`config.mk`:
```
export PLATFORM = sky130hd
export DESIGN_NAME = dual_terminator_command_deframer
export DESIGN_NICKNAME = d
export VERILOG_FILES = /design/src/rtl/dtcd_pkg.sv /design/src/rtl/dtcd_ram.sv /design/src/rtl/dtcd_front.sv /design/src/rtl/dtcd_cmdq.sv /design/src/rtl/dtcd_back.sv /design/src/rtl/dual_terminator_command_deframer.sv
export SDC_FILE = /design/constraint.sdc
export NUM_CORES = 1
export LEC_CHECK = 0
export BUFFER_PORTS_ARGS = -buffer_cell sky130_fd_sc_hd__buf_2
export CORE_ASPECT_RATIO = 0.75
export CORE_MARGIN = 1.5
export CORE_UTILIZATION = 68
export DETAILED_ROUTE_END_ITERATION = 8
export PLACE_DENSITY = 0.95
export SETUP_SLACK_MARGIN = 0.3
export SLEW_MARGIN = 20
export SYNTH_ARGS = -nofsm -noshare
export SYNTH_HDL_FRONTEND = slang
export SYNTH_SLANG_ARGS = --single-unit
```
`constraint.sdc`:
```
create_clock -name i_clk -period 5.67 [get_ports i_clk]
set_clock_uncertainty 0.15 [all_clocks]
set_input_delay 1.134 -clock i_clk [delete_from_list [all_inputs] [get_ports i_clk]]
set_output_delay 1.134 -clock i_clk [all_outputs]
set_load 0.005 [all_outputs]
```
`src/rtl/dtcd_pkg.sv`:
```
// Shared constants and types of the command deframer.
package dtcd_pkg;

    localparam int BUFFER_DEPTH = 64;
    localparam int PTR_W        = $clog2(BUFFER_DEPTH);
    localparam int USED_W       = PTR_W + 1;

    localparam logic [PTR_W-1:0] MAX_LEN = PTR_W'(BUFFER_DEPTH - 1);

    localparam logic [7:0] CHAR_CR = 8'h0D;
    localparam logic [7:0] CHAR_LF = 8'h0A;
    localparam logic [7:0] CHAR_FF = 8'hFF;

    localparam int CMDQ_DEPTH = 2;
    localparam int CMDQ_PTR_W = $clog2(CMDQ_DEPTH);
    localparam int CMDQ_CNT_W = CMDQ_PTR_W + 1;

    localparam int OB_DEPTH = 2;
    localparam int OB_PTR_W = $clog2(OB_DEPTH);
    localparam int OB_CNT_W = OB_PTR_W + 1;

    typedef struct packed {
        logic [PTR_W-1:0] len;
    } t_cmd;

    typedef struct packed {
        logic push;
        t_cmd cmd;
    } t_cmdq_in;

    typedef struct packed {
        logic valid;
        t_cmd cmd;
    } t_cmdq_out;

endpackage

```
`src/rtl/dtcd_ram.sv`:
```
// Generic single-write, single-read RAM with a registered read port.
module dtcd_ram #(
    parameter int WIDTH = 8,
    parameter int DEPTH = 64
) (
    input  logic                     i_clk,
    input  logic                     i_we,
    input  logic [$clog2(DEPTH)-1:0] i_waddr,
    input  logic [WIDTH-1:0]         i_wdata,
    input  logic                     i_re,
    input  logic [$clog2(DEPTH)-1:0] i_raddr,
    output logic [WIDTH-1:0]         o_rdata
);

    logic [WIDTH-1:0] r_mem [DEPTH];
    logic [WIDTH-1:0] r_rdata;

    always_ff @(posedge i_clk) begin
        if (i_we) begin
            r_mem[i_waddr] <= i_wdata;
        end
        if (i_re) begin
            r_rdata <= r_mem[i_raddr];
        end
    end

    assign o_rdata = r_rdata;

endmodule

```
`src/rtl/dtcd_front.sv`:
```
// Front end: classifies received bytes, writes them into the ring and posts frame ends.
module dtcd_front (
    input  logic                     i_clk,
    input  logic                     i_rst_n,
    input  logic                     i_valid,
    output logic                     o_stall,
    input  logic [7:0]               i_rx_byte,
    input  logic                     i_slot_free,
    input  logic                     i_cmdq_full,
    output dtcd_pkg::t_cmdq_in       o_cmdq,
    output logic                     o_we,
    output logic [dtcd_pkg::PTR_W-1:0] o_waddr,
    output logic [7:0]               o_wdata
);

    logic [1:0]                      r_ff_run, n_ff_run;
    logic [dtcd_pkg::PTR_W-1:0]      r_len, n_len;
    logic [dtcd_pkg::PTR_W-1:0]      r_wr_ptr, n_wr_ptr;
    logic [dtcd_pkg::USED_W-1:0]     r_used, n_used;

    logic accept;
    logic frame_end;
    logic keep;
    logic write;

    // The ring may also hold bytes of frames still being drained, so a full
    // ring or a full command queue holds the sender off.
    assign o_stall = (r_used == dtcd_pkg::USED_W'(dtcd_pkg::BUFFER_DEPTH)) || i_cmdq_full;
    assign accept  = i_valid && !o_stall;

    always_comb begin
        n_ff_run  = r_ff_run;
        frame_end = 1'b0;
        keep      = 1'b0;
        if (accept) begin
            priority if (i_rx_byte == dtcd_pkg::CHAR_CR) begin
                n_ff_run = r_ff_run;
            end else if (i_rx_byte == dtcd_pkg::CHAR_LF) begin
                frame_end = 1'b1;
            end else if (i_rx_byte == dtcd_pkg::CHAR_FF) begin
                if (r_ff_run == 2'd2) begin
                    n_ff_run  = 2'd0;
                    frame_end = 1'b1;
                end else begin
                    n_ff_run = r_ff_run + 2'd1;
                    keep     = 1'b1;
                end
            end else begin
                n_ff_run = 2'd0;
                keep     = 1'b1;
            end
        end
    end

    // Bytes beyond the frame limit are dropped but still counted in the 0xFF run.
    assign write = keep && (r_len != dtcd_pkg::MAX_LEN);

    always_comb begin
        n_len    = r_len;
        n_wr_ptr = r_wr_ptr;
        if (frame_end) begin
            n_len = '0;
        end else if (write) begin
            n_len    = r_len + dtcd_pkg::PTR_W'(1);
            n_wr_ptr = r_wr_ptr + dtcd_pkg::PTR_W'(1);
        end
        n_used = r_used + dtcd_pkg::USED_W'(write) - dtcd_pkg::USED_W'(i_slot_free);
    end

    always_ff @(posedge i_clk) begin
        if (!i_rst_n) begin
            r_ff_run <= 2'd0;
            r_len    <= '0;
            r_wr_ptr <= '0;
            r_used   <= '0;
        end else begin
            r_ff_run <= n_ff_run;
            r_len    <= n_len;
            r_wr_ptr <= n_wr_ptr;
            r_used   <= n_used;
        end
    end

    assign o_cmdq.push    = frame_end && (r_len != '0);
    assign o_cmdq.cmd.len = r_len;
    assign o_we           = write;
    assign o_waddr        = r_wr_ptr;
    assign o_wdata        = i_rx_byte;

endmodule

```
`src/rtl/dtcd_cmdq.sv`:
```
// Short queue of completed frame lengths between the front and back ends.
module dtcd_cmdq (
    input  logic                 i_clk,
    input  logic                 i_rst_n,
    input  dtcd_pkg::t_cmdq_in   i_cmdq,
    output logic                 o_full,
    output dtcd_pkg::t_cmdq_out  o_cmdq,
    input  logic                 i_pop
);

    dtcd_pkg::t_cmd                  r_entry [dtcd_pkg::CMDQ_DEPTH];
    logic [dtcd_pkg::CMDQ_PTR_W-1:0] r_wr_ptr;
    logic [dtcd_pkg::CMDQ_PTR_W-1:0] r_rd_ptr;
    logic [dtcd_pkg::CMDQ_CNT_W-1:0] r_cnt, n_cnt;

    assign o_full       = (r_cnt == dtcd_pkg::CMDQ_CNT_W'(dtcd_pkg::CMDQ_DEPTH));
    assign o_cmdq.valid = (r_cnt != '0);
    assign o_cmdq.cmd   = r_entry[r_rd_ptr];

    always_comb begin
        n_cnt = r_cnt + dtcd_pkg::CMDQ_CNT_W'(i_cmdq.push)
                      - dtcd_pkg::CMDQ_CNT_W'(i_pop);
    end

    always_ff @(posedge i_clk) begin
        if (!i_rst_n) begin
            r_wr_ptr <= '0;
            r_rd_ptr <= '0;
            r_cnt    <= '0;
        end else begin
            r_cnt <= n_cnt;
            if (i_cmdq.push) begin
                r_wr_ptr <= r_wr_ptr + dtcd_pkg::CMDQ_PTR_W'(1);
            end
            if (i_pop) begin
                r_rd_ptr <= r_rd_ptr + dtcd_pkg::CMDQ_PTR_W'(1);
            end
        end
    end

    always_ff @(posedge i_clk) begin
        if (i_cmdq.push) begin
            r_entry[r_wr_ptr] <= i_cmdq.cmd;
        end
    end

endmodule

```
`src/rtl/dtcd_back.sv`:
```
// Back end: reads completed frames out of the ring and presents them byte by byte.
module dtcd_back (
    input  logic                       i_clk,
    input  logic                       i_rst_n,
    input  dtcd_pkg::t_cmdq_out        i_cmdq,
    output logic                       o_pop,
    output logic                       o_re,
    output logic [dtcd_pkg::PTR_W-1:0] o_raddr,
    input  logic [7:0]                 i_rdata,
    output logic                       o_slot_free,
    output logic                       o_valid,
    input  logic                       i_stall,
    output logic [7:0]                 o_frame_byte,
    output logic                       o_frame_last
);

    typedef enum logic [1:0] {
        ST_IDLE = 2'b01,
        ST_RUN  = 2'b10
    } t_back_state;

    t_back_state                     r_state, n_state;
    logic [dtcd_pkg::PTR_W-1:0]      r_remain, n_remain;
    logic [dtcd_pkg::PTR_W-1:0]      r_rd_ptr, n_rd_ptr;
    logic                            r_inflight;
    logic                            r_inflight_last;

    logic [7:0]                      r_ob_byte [dtcd_pkg::OB_DEPTH];
    logic                            r_ob_last [dtcd_pkg::OB_DEPTH];
    logic [dtcd_pkg::OB_PTR_W-1:0]   r_ob_wr;
    logic [dtcd_pkg::OB_PTR_W-1:0]   r_ob_rd;
    logic [dtcd_pkg::OB_CNT_W-1:0]   r_ob_cnt;

    logic [dtcd_pkg::OB_CNT_W-1:0]   occ;
    logic                            out_pop;
    logic                            credit;
    logic                            issue;

    assign o_valid      = (r_ob_cnt != '0);
    assign o_frame_byte = r_ob_byte[r_ob_rd];
    assign o_frame_last = r_ob_last[r_ob_rd];
    assign out_pop      = o_valid && !i_stall;

    // A read is issued only if its data will find a free slot in the output buffer.
    assign occ    = r_ob_cnt + dtcd_pkg::OB_CNT_W'(r_inflight);
    assign credit = (occ < dtcd_pkg::OB_CNT_W'(dtcd_pkg::OB_DEPTH)) || out_pop;
    assign issue  = (r_state == ST_RUN) && credit;
    assign o_pop  = (r_state == ST_IDLE) && i_cmdq.valid;

    assign o_re        = issue;
    assign o_raddr     = r_rd_ptr;
    assign o_slot_free = issue;

    always_comb begin
        n_state  = r_state;
        n_remain = r_remain;
        n_rd_ptr = r_rd_ptr;
        unique case (r_state)
            ST_IDLE: begin
                if (o_pop) begin
                    n_remain = i_cmdq.cmd.len;
                    n_state  = ST_RUN;
                end
            end
            ST_RUN: begin
                if (issue) begin
                    n_rd_ptr = r_rd_ptr + dtcd_pkg::PTR_W'(1);
                    n_remain = r_remain - dtcd_pkg::PTR_W'(1);
                    if (r_remain == dtcd_pkg::PTR_W'(1)) begin
                        n_state = ST_IDLE;
                    end
                end
            end
            default: begin
                n_state = ST_IDLE;
            end
        endcase
    end

    always_ff @(posedge i_clk) begin
        if (!i_rst_n) begin
            r_state    <= ST_IDLE;
            r_remain   <= '0;
            r_rd_ptr   <= '0;
            r_inflight <= 1'b0;
            r_ob_wr    <= '0;
            r_ob_rd    <= '0;
            r_ob_cnt   <= '0;
        end else begin
            r_state    <= n_state;
            r_remain   <= n_remain;
            r_rd_ptr   <= n_rd_ptr;
            r_inflight <= issue;
            r_ob_cnt   <= r_ob_cnt + dtcd_pkg::OB_CNT_W'(r_inflight)
                                   - dtcd_pkg::OB_CNT_W'(out_pop);
            if (r_inflight) begin
                r_ob_wr <= r_ob_wr + dtcd_pkg::OB_PTR_W'(1);
            end
            if (out_pop) begin
                r_ob_rd <= r_ob_rd + dtcd_pkg::OB_PTR_W'(1);
            end
        end
    end

    always_ff @(posedge i_clk) begin
        r_inflight_last <= issue && (r_remain == dtcd_pkg::PTR_W'(1));
        if (r_inflight) begin
            r_ob_byte[r_ob_wr] <= i_rdata;
            r_ob_last[r_ob_wr] <= r_inflight_last;
        end
    end

endmodule

```
`src/rtl/dual_terminator_command_deframer.sv`:
```
// Top level of the dual-terminator command deframer.
//
// Input channel: one received serial byte per transaction on i_rx_byte, taken
// when i_valid is high and o_stall is low. A frame ends at a line feed or at
// the third 0xFF in a row, counted across CR and LF; neither is ever stored.
// Output channel: the stored bytes of each completed non-empty frame, in order,
// on o_frame_byte with o_frame_last marking the final one, taken when o_valid
// is high and i_stall is low.
// Throughput: an input byte is normally taken every cycle. Bytes go into a
// 64-entry ring; a command queue of two frame lengths sits between the front
// end and the drain engine. o_stall rises while the ring or that queue is full.
// Output path: a completed frame's length passes through the command queue to
// the drain engine, which reads its bytes from the ring through its registered
// read port into the two-entry output buffer; within a frame the bytes follow
// one per cycle while i_stall is low.
// Reset (synchronous, active low) empties the ring, the queue and the output
// buffer; o_stall is low the cycle after. A stalled receiver holds the current
// byte steady; the front end takes input until the ring or the queue fills.
module dual_terminator_command_deframer (
    input  logic       i_clk,
    input  logic       i_rst_n,
    input  logic       i_valid,
    output logic       o_stall,
    input  logic [7:0] i_rx_byte,
    output logic       o_valid,
    input  logic       i_stall,
    output logic [7:0] o_frame_byte,
    output logic       o_frame_last
);

    dtcd_pkg::t_cmdq_in          cmdq_in;
    dtcd_pkg::t_cmdq_out         cmdq_out;
    logic                        cmdq_full;
    logic                        cmdq_pop;
    logic                        slot_free;
    logic                        ram_we;
    logic [dtcd_pkg::PTR_W-1:0]  ram_waddr;
    logic [7:0]                  ram_wdata;
    logic                        ram_re;
    logic [dtcd_pkg::PTR_W-1:0]  ram_raddr;
    logic [7:0]                  ram_rdata;

    dtcd_front u_front (
        .i_clk       (i_clk),
        .i_rst_n     (i_rst_n),
        .i_valid     (i_valid),
        .o_stall     (o_stall),
        .i_rx_byte   (i_rx_byte),
        .i_slot_free (slot_free),
        .i_cmdq_full (cmdq_full),
        .o_cmdq      (cmdq_in),
        .o_we        (ram_we),
        .o_waddr     (ram_waddr),
        .o_wdata     (ram_wdata)
    );

    dtcd_ram #(
        .WIDTH (8),
        .DEPTH (dtcd_pkg::BUFFER_DEPTH)
    ) u_ring (
        .i_clk   (i_clk),
        .i_we    (ram_we),
        .i_waddr (ram_waddr),
        .i_wdata (ram_wdata),
        .i_re    (ram_re),
        .i_raddr (ram_raddr),
        .o_rdata (ram_rdata)
    );

    dtcd_cmdq u_cmdq (
        .i_clk   (i_clk),
        .i_rst_n (i_rst_n),
        .i_cmdq  (cmdq_in),
        .o_full  (cmdq_full),
        .o_cmdq  (cmdq_out),
        .i_pop   (cmdq_pop)
    );

    dtcd_back u_back (
        .i_clk        (i_clk),
        .i_rst_n      (i_rst_n),
        .i_cmdq       (cmdq_out),
        .o_pop        (cmdq_pop),
        .o_re         (ram_re),
        .o_raddr      (ram_raddr),
        .i_rdata      (ram_rdata),
        .o_slot_free  (slot_free),
        .o_valid      (o_valid),
        .i_stall      (i_stall),
        .o_frame_byte (o_frame_byte),
        .o_frame_last (o_frame_last)
    );

endmodule

```
Yosys cells after proc, flatten, opt, wreduce, memory -nomap -nowiden:

Memory sizes are Yosys's and may differ from the RTL's. A register that Yosys moved wholly into a read port is not among the register bits.
Index checks and enable logic that the tools add are counted.
Widths: inputs -> output; s select.

* input port bits: 12
* memories kept: 4
* word-level logic and storage cells: 104
* bits in registers: 45
* memory bits (read-only): 0
* bits in writable memories: 542
* output and inout bits: 11
* latch bits: 0

* bitwise operators: 4
* add/sub/neg operators: 15
* equality and inequality tests: 13
* shift operators: 0
* divide/modulo/power cells: 0
* multipliers: 0
* multiplexer cells: 31
* reductions and logical operators: 21
* magnitude comparators: 1

Memories
* u_ring.r_mem: words 64, width 8, rd ports 1, clocked after Yosys merged registers in 1, write ports 1, line dtcd_ram.sv:15 `logic [WIDTH-1:0] r_mem [DEPTH];`
* u_back.r_ob_byte: words 2, width 8, rd ports 1, clocked after Yosys merged registers in 1, write ports 1, line dtcd_back.sv:28 `logic [7:0] r_ob_byte [dtcd_pkg::OB_DEPTH];`
* u_cmdq.r_entry: words 2, width 6, rd ports 1, clocked after Yosys merged registers in 1, write ports 1, line dtcd_cmdq.sv:11 `dtcd_pkg::t_cmd r_entry [dtcd_pkg::CMDQ_DEPTH];`
* u_back.r_ob_last: words 2, width 1, rd ports 1, clocked after Yosys merged registers in 1, write ports 1, line dtcd_back.sv:29 `logic r_ob_last [dtcd_pkg::OB_DEPTH];`

Operator list (number)
* $mux 1: 22
* $add 6x1->6 const B: 3
* $eq 8x4->1 const B: 2
* $mux 6: 2
* $pmux 6 s2: 1
* $mux 2: 5
* $reduce_and 3->1: 3
* $eq 8x8->1 const B: 1
* $add 7x1->7: 1
* $eq 7x7->1 const B: 1
* $logic_and 1x1->1: 7
* $sub 7x1->7: 1
* $eq 2x2->1 const B: 3
* $eq 6x1->1 const B: 1
* $ne 6x6->1 const B: 1
* $reduce_bool 2->1: 3
* $reduce_bool 6->1: 1
* $sub 6x1->6 const B: 1
* $add 1x1->1 const B: 4
* $add 2x1->2: 2
* $ne 2x2->1 const B: 2
* $not 1->1: 4
* $pmux 2 s2: 1
* $reduce_and 2->1: 2
* other kinds (8): 11

Logic depth before layout (Yosys ltp):

Gate-level depths: netlist of run 1.

* depth after elaboration: 9
* depth in mapped cells: 16

By module:

A second synthesis of run 1 with hierarchy kept.

* cell total of the unflattened synthesis: 1285
* area total of the unflattened synthesis: 23963.0 sq um

Modules (own cells, without submodules)
* dtcd_ram: cells an instance 940, area each 20246.9 sq um, instances 1
* dtcd_back: cells an instance 149, area each 1667.8 sq um, instances 1
* dtcd_front: cells an instance 156, area each 1387.6 sq um, instances 1
* dtcd_cmdq: cells an instance 40, area each 660.6 sq um, instances 1

Worst setup path after synthesis of run 1:

OpenSTA, ideal clock, no wires.

* path type: input to register
* start point: input port i_rx_byte[5]
* end point: register u_front.r_used[6] in the netlist's numbering
* slack: 1.832 ns
* arrival: 3.567 ns
* path buffers: 2
* library setup time: 0.121 ns
* cell stages on the path: 14
* cell sequence: nor4_1 > o211ai_2 > nand4b_1 > clkbuf_2 > buf_4 > ha_1 > inv_1 > ha_1 > fa_1 > a21oi_1 > o21bai_1 > a21oi_1 > o21bai_1 > mux2i_1

* longest elaborated chain between the ends: 8

RTL lines
* from (decl): line dual_terminator_command_deframer.sv:24 `input logic [7:0] i_rx_byte,`
* $eq 8x8->1: line dtcd_front.sv:40 `end else if (i_rx_byte == dtcd_pkg::CHAR_FF) begin`
* $mux 1: line dtcd_front.sv:40
* $mux 1: line dtcd_front.sv:38 `end else if (i_rx_byte == dtcd_pkg::CHAR_LF) begin`
* $mux 1 *: line dtcd_front.sv:36 `priority if (i_rx_byte == dtcd_pkg::CHAR_CR) begin`
* $mux 1 *: line dtcd_front.sv:35 `if (accept) begin`
* $logic_and 1x1->1 *: line dtcd_front.sv:56 `assign write = keep && (r_len != dtcd_pkg::MAX_LEN);`
* $add 7x1->7 *: line dtcd_front.sv:67 `n_used = r_used + dtcd_pkg::USED_W'(write) - dtcd_pkg::USED_W'(i_slot_free);`
* $sub 7x1->7 *: line dtcd_front.sv:67
* to (signal assigned): line dtcd_front.sv:80 `r_used <= n_used;`
* to (decl): line dtcd_front.sv:19 `logic [dtcd_pkg::USED_W-1:0] r_used, n_used;`

Every way passes the cells marked *; elsewhere a longest branch is shown, timed or not.
A chain may end at the register's enable or synchronous reset.

Final worst setup path of run 1:

* start point: input port i_rx_byte[4]
* end point: memory u_ring.r_mem[3][2] (enable)

* longest elaborated chain between the ends: 8

RTL lines
* $eq 8x8->1: line dtcd_front.sv:40
* $mux 1: line dtcd_front.sv:40
* $mux 1: line dtcd_front.sv:38
* $mux 1 *: line dtcd_front.sv:36
* $mux 1 *: line dtcd_front.sv:35
* $logic_and 1x1->1 *: line dtcd_front.sv:56
* $mux 1 *: line dtcd_ram.sv:19 `if (i_we) begin`
* $mux 1 (implied by the code) *: line dtcd_ram.sv:20 `r_mem[i_waddr] <= i_wdata;`
* to (decl): line dtcd_ram.sv:15

Marked as above.

==> results of run 1 <==
-- routing by layer --
metal  GRT usage  routed length, um  up-vias
met3      0.0936               7310      172
met4       0.113               2060        4
met5           0                 22        -
met2       0.523              27300     1118
met1       0.437              20100     6578
li1            -                  -     5291
-- how the worst max path moves through the flow --
stage                                   start                            end  slack, ps
6_report                         i_rx_byte[4]   u_ring.r_mem[3][2]$_DFFE_PP_       1640
4_1_cts        u_back.o_raddr[1]$_SDFFE_PN0P_    u_ring.o_rdata[1]$_DFFE_PP_       1810
5_1_grt                          i_rx_byte[4]  u_ring.r_mem[27][7]$_DFFE_PP_       1580
2_1_floorplan                    i_rx_byte[5]   u_front.r_used[6]$_SDFF_PN0_       1830
3_3_place_gp                     i_rx_byte[4]   u_ring.r_mem[1][0]$_DFFE_PP_       1370
3_5_place_dp                     i_rx_byte[4]   u_ring.r_mem[2][3]$_DFFE_PP_       1200
-- state kept, by name, indices dropped and copies added (netlist names), 6 cells and up, named ones only --
name              count
u_ring.o_rdata        8
u_back.o_raddr        6
u_back.r_ob_byte     16
u_ring.r_mem        512
u_back.r_remain       6
u_front.o_waddr       6
u_front.r_used        7
u_front.r_len         6
u_cmdq.r_entry       12
-- cell usage after synthesis, drive strengths merged (4+ instances only) --
cell       n
o21ai     26
mux4      94
ha        21
nand3b     4
xor2       8
mux2i     93
clkbuf    26
and2       9
nand3     15
nand2     25
or3        8
a22o      14
buf       46
nor2     112
nand2b     5
o221ai     9
inv       26
nor3b      4
a211oi    22
edfxtp   550
xnor2     11
a22oi      5
dfxtp     47
nor2b      9
a21oi     19
and3      10
o22ai     26
mux2      10
a2111oi   10
-- report_power, final --
part | leakage [nW] | total, mW | switching (mW) | internal, mW
Combinational | 1.95 | 1.01 | 0.575 | 0.436
Clock | 0.767 | 3.41 | 1.57 | 1.84
Sequential | 5.33 | 5.05 | 0.120 | 4.93
Total | 8.05 | 9.47 | 2.26 | 7.21
-- through the flow --
stage	total power, mW	utilization	cells
3_3_place_gp	6.06	0.701	1738
6_report	9.47	0.746	1829
3_5_place_dp	6.13	0.701	1738
2_1_floorplan	5.83	-	1313
4_1_cts	9.47	0.746	1829
5_1_grt	9.73	0.746	1829
-- placed cells by master (no fill, tap or decap), types with 17 or more instances in the layout --
cell,n
inv_1,25
dfxtp_1,44
mux2i_1,93
buf_4,17
o21ai_0,20
buf_2,22
a211oi_1,22
o22ai_1,26
ha_1,21
clkbuf_16,53
mux4_2,87
nand2_1,25
nor2_1,112
edfxtp_1,550
a21oi_1,19
-- cell families after synthesis --
group | count (synthesis) | share of synthesized area
xor+xnor | 19 | 0.00698
fa+ha+maj | 22 | 0.0119
simple gates | 224 | 0.0455
mux | 197 | 0.134
flops | 597 | 0.732
compound gates | 156 | 0.0479
buf+inv | 98 | 0.0218
-- layout make-up --
type / count / area [um^2] / share of cell area
clock inverter: 28 / 215 / 0.00833
clock buffer: 63 / 1360 / 0.0528
inverter: 26 / 97.6 / 0.00378
sequential: 597 / 17500 / 0.676
multi-input combinational: 618 / 5860 / 0.227
tap: 457 / 572 / 0.0221
timing repair buffer: 40 / 258 / 0.00998
==> flow_summary.json, run 1 <==
{
  "status": "completed",
  "hold_viol_final": 0,
  "maxCapViolCount": 0,
  "syn_inst": 1313,
  "drtIter0Drc": 2082,
  "first_global_vias": 13000,
  "r2r-start": "u_back.o_raddr[1]$_SDFFE_PN0P_",
  "finalWirelength_um": 56700,
  "routabilityCongestion": 0.871,
  "hold-path-endpoint": "u_back.r_ob_last[1]$_DFFE_PP_",
  "synth.area.top_cells": "edfxtp_1 69%, mux4_2 8.2%, dfxtp_1 3.9%, mux2i_1 3.9%, nor2_1 1.8%",
  "synth_ff_type": "edfxtp_1",
  "cts_setup_buffers": 0,
  "ff2ff_setup_slack_ps": 1690,
  "vias_per_cell": 7.20,
  "yosysSeqAreaShare": 0.732,
  "netlist_area_mm2": 0.0238,
  "fin_hold_ws_ps": 292,
  "netlist.area_leader.share": 0.693,
  "dpl_worst_slack_ps": 1200,
  "antenna_found_initial": 3,
  "synth-edff-count": 550,
  "worstPathCellList": "buf_2 > nor4_1 > o211ai_2 > nand4b_1 > buf_4 > nand4bb_1 > nor2_1",
  "cp_top_family": "simple AND/OR/NAND/NOR gates",
  "cp.depth": 7,
  "crit_buf_inv": 2,
  "syn_area_per_cell_um2": 18.2,
  "setup_viol_count_final": 0,
  "cts_resized": 0,
  "path_max_fanout": 31,
  "diodes": 0,
  "layout.nets": 1369,
  "power-per-cell-area_mw_per_mm2": 367,
  "die_h_um": 165,
  "io_buffer_count": 22,
  "fin_crit_ps": 4030,
  "gr-total-overflow": 0,
  "ant_nets": 0,
  "drv_slew": 0,
  "syn_nets": 1347,
  "fin_tns_setup_ps": 0,
  "criticalPathCategory": "in2reg",
  "placementRows": 59,
  "r2r_cells": 6,
  "grt_start_max_net_pins": 66,
  "core_area_mm2": 0.0346,
  "crit_path_start_kind": "input pin",
  "ys_types": 67,
  "syn_to_final_growth_pct": 8.38,
  "hpwlAfterDp_um": 32700,
  "max_slew_margin": 0.218,
  "drc": 0,
  "crit_path_end_kind": "flop",
  "drive_gt1_frac": 0.165,
  "r2r-end": "u_ring.o_rdata[1]$_DFFE_PP_",
  "cts_root_buf": "clkbuf_16",
  "routedWlPerCell_um": 31.0,
  "cts_tree": "yes",
  "die_w_um": 219,
  "stdcell_area_mm2": 0.0258,
  "leakage_nw": 8.05,
  "synth_area_leader_cell": "edfxtp_1",
  "hold_depth": 0,
  "h-tree-depth": 2,
  "cts_hold_buffers": 0,
  "vias": 13200,
  "fin_ws_ps": 1640,
  "hp-start": "u_back.r_inflight_last$_DFF_P_",
  "start_util": 0.688,
  "io_pins": 23,
  "clk_latency_ps": 610,
  "nFillCells": 1824,
  "place_area_mm2": 0.0243,
  "grt.total_usage": 0.326,
  "max_freq_ghz": 0.248,
  "cts_num_sinks": 597,
  "async_flop_share": 0,
  "yosys_warnings": 0,
  "peakVddDrop_mv": 0.282,
  "required_ps": 5720,
  "dr.pass1.iters": 7,
  "clk_pin_slew_ps": 60,
  "hp-class": "reg2reg",
  "numCtsBuffers": 52,
  "critPathMaxStageDelay_ps": 980,
  "grt_pass1_wl_um": 84000,
  "finalCritPeriodShare": 0.711,
  "cp.arrival_ps": 4080,
  "dieArea_mm2": 0.0362,
  "tightest_slew_ps": 1170,
  "rsz0062_at_grt": "no",
  "ys_seq_elements": 597,
  "ctsLongestPathBuffers": 3,
  "cp_slowest_cell": "nor2_1"
}
Note: power is estimated with default switching activity, not from simulation.
==> inputs of run 2 (changes only) <==
--- a/config.mk
+++ b/config.mk
@@ -8,9 +8,9 @@
 export BUFFER_PORTS_ARGS = -buffer_cell sky130_fd_sc_hd__buf_2
 export CORE_ASPECT_RATIO = 0.75
 export CORE_MARGIN = 1.5
-export CORE_UTILIZATION = 68
+export CORE_UTILIZATION = 63
 export DETAILED_ROUTE_END_ITERATION = 8
-export PLACE_DENSITY = 0.95
+export PLACE_DENSITY = 0.91
 export SETUP_SLACK_MARGIN = 0.3
 export SLEW_MARGIN = 20
 export SYNTH_ARGS = -nofsm -noshare
==> constraint.sdc (replaced) <==
create_clock -name i_clk -period 4 [get_ports i_clk]
set_clock_uncertainty 0.15 [all_clocks]
set_input_delay 0.8 -clock i_clk [delete_from_list [all_inputs] [get_ports i_clk]]
set_output_delay 0.8 -clock i_clk [all_outputs]
set_load 0.005 [all_outputs]
==> flow_summary.json, run 2 (same netlist as run 1, synthesis figures left out) <==
{
  "status": "completed",
  "maxCapViolCount": 0,
  "crit_path_start": "u_front.r_used[2]$_SDFF_PN0_",
  "finalWirelength_um": 56000,
  "die_w_um": 228,
  "clk_pin_slew_ps": 70,
  "hold_viol_final": 0,
  "io_buffer_count": 22,
  "layout.nets": 1447,
  "dr.pass1.iters": 5,
  "multi_input_area_mm2": 0.00586,
  "power.share.switching": 0.232,
  "p_int_mw": 10.7,
  "layout_commonest_cell": "edfxtp_1",
  "leakage_nw": 8.56,
  "cts_hold_buffers": 0,
  "cts_tree": "yes",
  "criticalPathCategory": "reg2reg",
  "io_pins": 23,
  "gr-total-overflow": 0,
  "ctsLongestPathBuffers": 3,
  "top_register": "u_ring.r_mem",
  "hp-class": "reg2reg",
  "peakVddDrop_mv": 0.469,
  "p_switching_mw": 3.23,
  "fin_crit_ps": 3550,
  "routedWlPerCell_um": 28.5,
  "drtIter0Drc": 1938,
  "vias_per_cell": 6.76,
  "required_ps": 4140,
  "clkPwrFrac": 0.381,
  "cts_resized": 0,
  "routabilityCongestion": 0.889,
  "setup_viol_count_final": 0,
  "dieArea_mm2": 0.0390,
  "critPathMaxStageDelay_ps": 830,
  "clk_latency_ps": 590,
  "cts_num_sinks": 597,
  "die_h_um": 171,
  "top_layer_used": "met5",
  "antenna_found_initial": 3,
  "largest_reg_flops": 512,
  "crit_path_start_kind": "flop",
  "fin_util": 0.719,
  "hp-start": "u_back.r_inflight_last$_DFF_P_",
  "finalCritPeriodShare": 0.887,
  "cp_slowest_cell": "or4b_1",
  "path_max_fanout": 23,
  "drv_slew": 0,
  "comb_power_share": 0.105,
  "regArea_mm2": 0.0175,
  "cts_setup_buffers": 0,
  "max_freq_ghz": 0.282,
  "crit_path_end_kind": "flop",
  "first_global_vias": 13200,
  "power-per-cell-area_mw_per_mm2": 521,
  "hpwlAfterDp_um": 33300,
  "wl_met1_um": 20700,
  "max_slew_margin": 0.272,
  "vias": 13300,
  "grt_start_max_net_pins": 65,
  "placementRows": 61,
  "worstPathCellList": "inv_1 > ha_1 > nand4b_1 > o221ai_1 > nand4b_1 > buf_4 > or4b_1 > nor2_1 > buf_4",
  "core_area_mm2": 0.0372,
  "cts_root_buf": "clkbuf_16",
  "syn_to_final_growth_pct": 12.2,
  "grt_pass1_wl_um": 82800,
  "start_util": 0.641,
  "drive_gt1_frac": 0.218,
  "stdcell_count": 1962,
  "grt.total_usage": 0.297,
  "fin_tns_setup_ps": 0,
  "seqPwrFrac": 0.513,
  "dp_cells": 1863,
  "cp.arrival_ps": 3690,
  "ant_nets": 0,
  "final_cell_mix": "550 x edfxtp_1, 112 x nor2_1, 93 x mux2i_1, 93 x buf_4, 87 x mux4_2",
  "drc": 0,
  "numCtsBuffers": 52,
  "ff2ff_setup_slack_ps": 450,
  "rsz0062_at_grt": "no",
  "hold_depth": 0,
  "r2r_cells": 9,
  "r2r-start": "u_front.r_used[2]$_SDFF_PN0_",
  "dr_wl_met2_um": 26100,
  "h-tree-depth": 2,
  "nFillCells": 2059,
  "tightest_slew_ps": 1090,
  "largest_registers": "u_ring.r_mem: 512 flops, u_back.r_ob_byte: 16 flops, u_cmdq.r_entry: 12 flops",
  "routed-wl-met3_um": 6770
}
==> run 2: cell count changes in the layout (fill, tap and decap cells not counted), moves of 2 or more <==
cell and delta:
buf_12 +2, clkinvlp_4 +4, buf_4 +76, bufinv_16 +7, diode_2 +2, clkinv_1 -6
==> run 2: through the flow <==
stage / area, um^2 / setup slack (ps) / total power [mW] / hold slack [ps]
after floorplan: 23800 / 496 / 8.26 / 254
after global placement: 24900 / 352 / 8.63 / 260
after detailed placement: 24900 / 251 / 8.71 / 274
after CTS: 26700 / 521 / 13.9 / 289
after global routing: 26700 / 349 / 14.3 / 302
final: 26700 / 452 / 13.9 / 289
==> run 2: layer usage <==
layer | GRT usage | vias to the layer above
met4 | 0.115 | 4
met1 | 0.420 | 6634
li1 | - | 5452
met3 | 0.0617 | 191
met2 | 0.461 | 981
met5 | 0.00774 | -
==> run 2: path summary, 6_finish.rpt <==
check	end
max	u_ring.r_mem[42][2]$_DFFE_PP_
min	u_back.r_ob_last[0]$_DFFE_PP_
max reg2reg	u_ring.r_mem[42][2]$_DFFE_PP_
min reg2reg	u_back.r_ob_last[0]$_DFFE_PP_
==> run 2: area by class of cell <==
cell class	instances	share of cell area
inverters	26	0.00365
clock inverters	35	0.0171
diodes	2	0.000187
flip-flops and latches	597	0.653
clock buffers	62	0.0505
multi-input cells	618	0.219
well taps	504	0.0236
repair buffers	118	0.0325
==> run 2: power by group through the flow <==
stage	Clock, mW	Sequential [mW]	Combinational [mW]
6_report	5.31	7.15	1.47
5_1_grt	5.56	7.17	1.59
4_1_cts	5.33	7.15	1.45
3_5_place_dp	0	7.28	1.43
3_3_place_gp	0	7.27	1.36
2_1_floorplan	0	7.20	1.06
==> run 2: worst max-delay path, delay by kind of cell (launching register included) <==
family / cells / cell delay [ps]
adder cells (fa/ha/maj): 1 / 210
AO/OA/AOI/OAI: 1 / 330
buffers and inverters: 3 / 590
flip-flops: 1 / 340
AND/OR/NAND/NOR: 4 / 1640
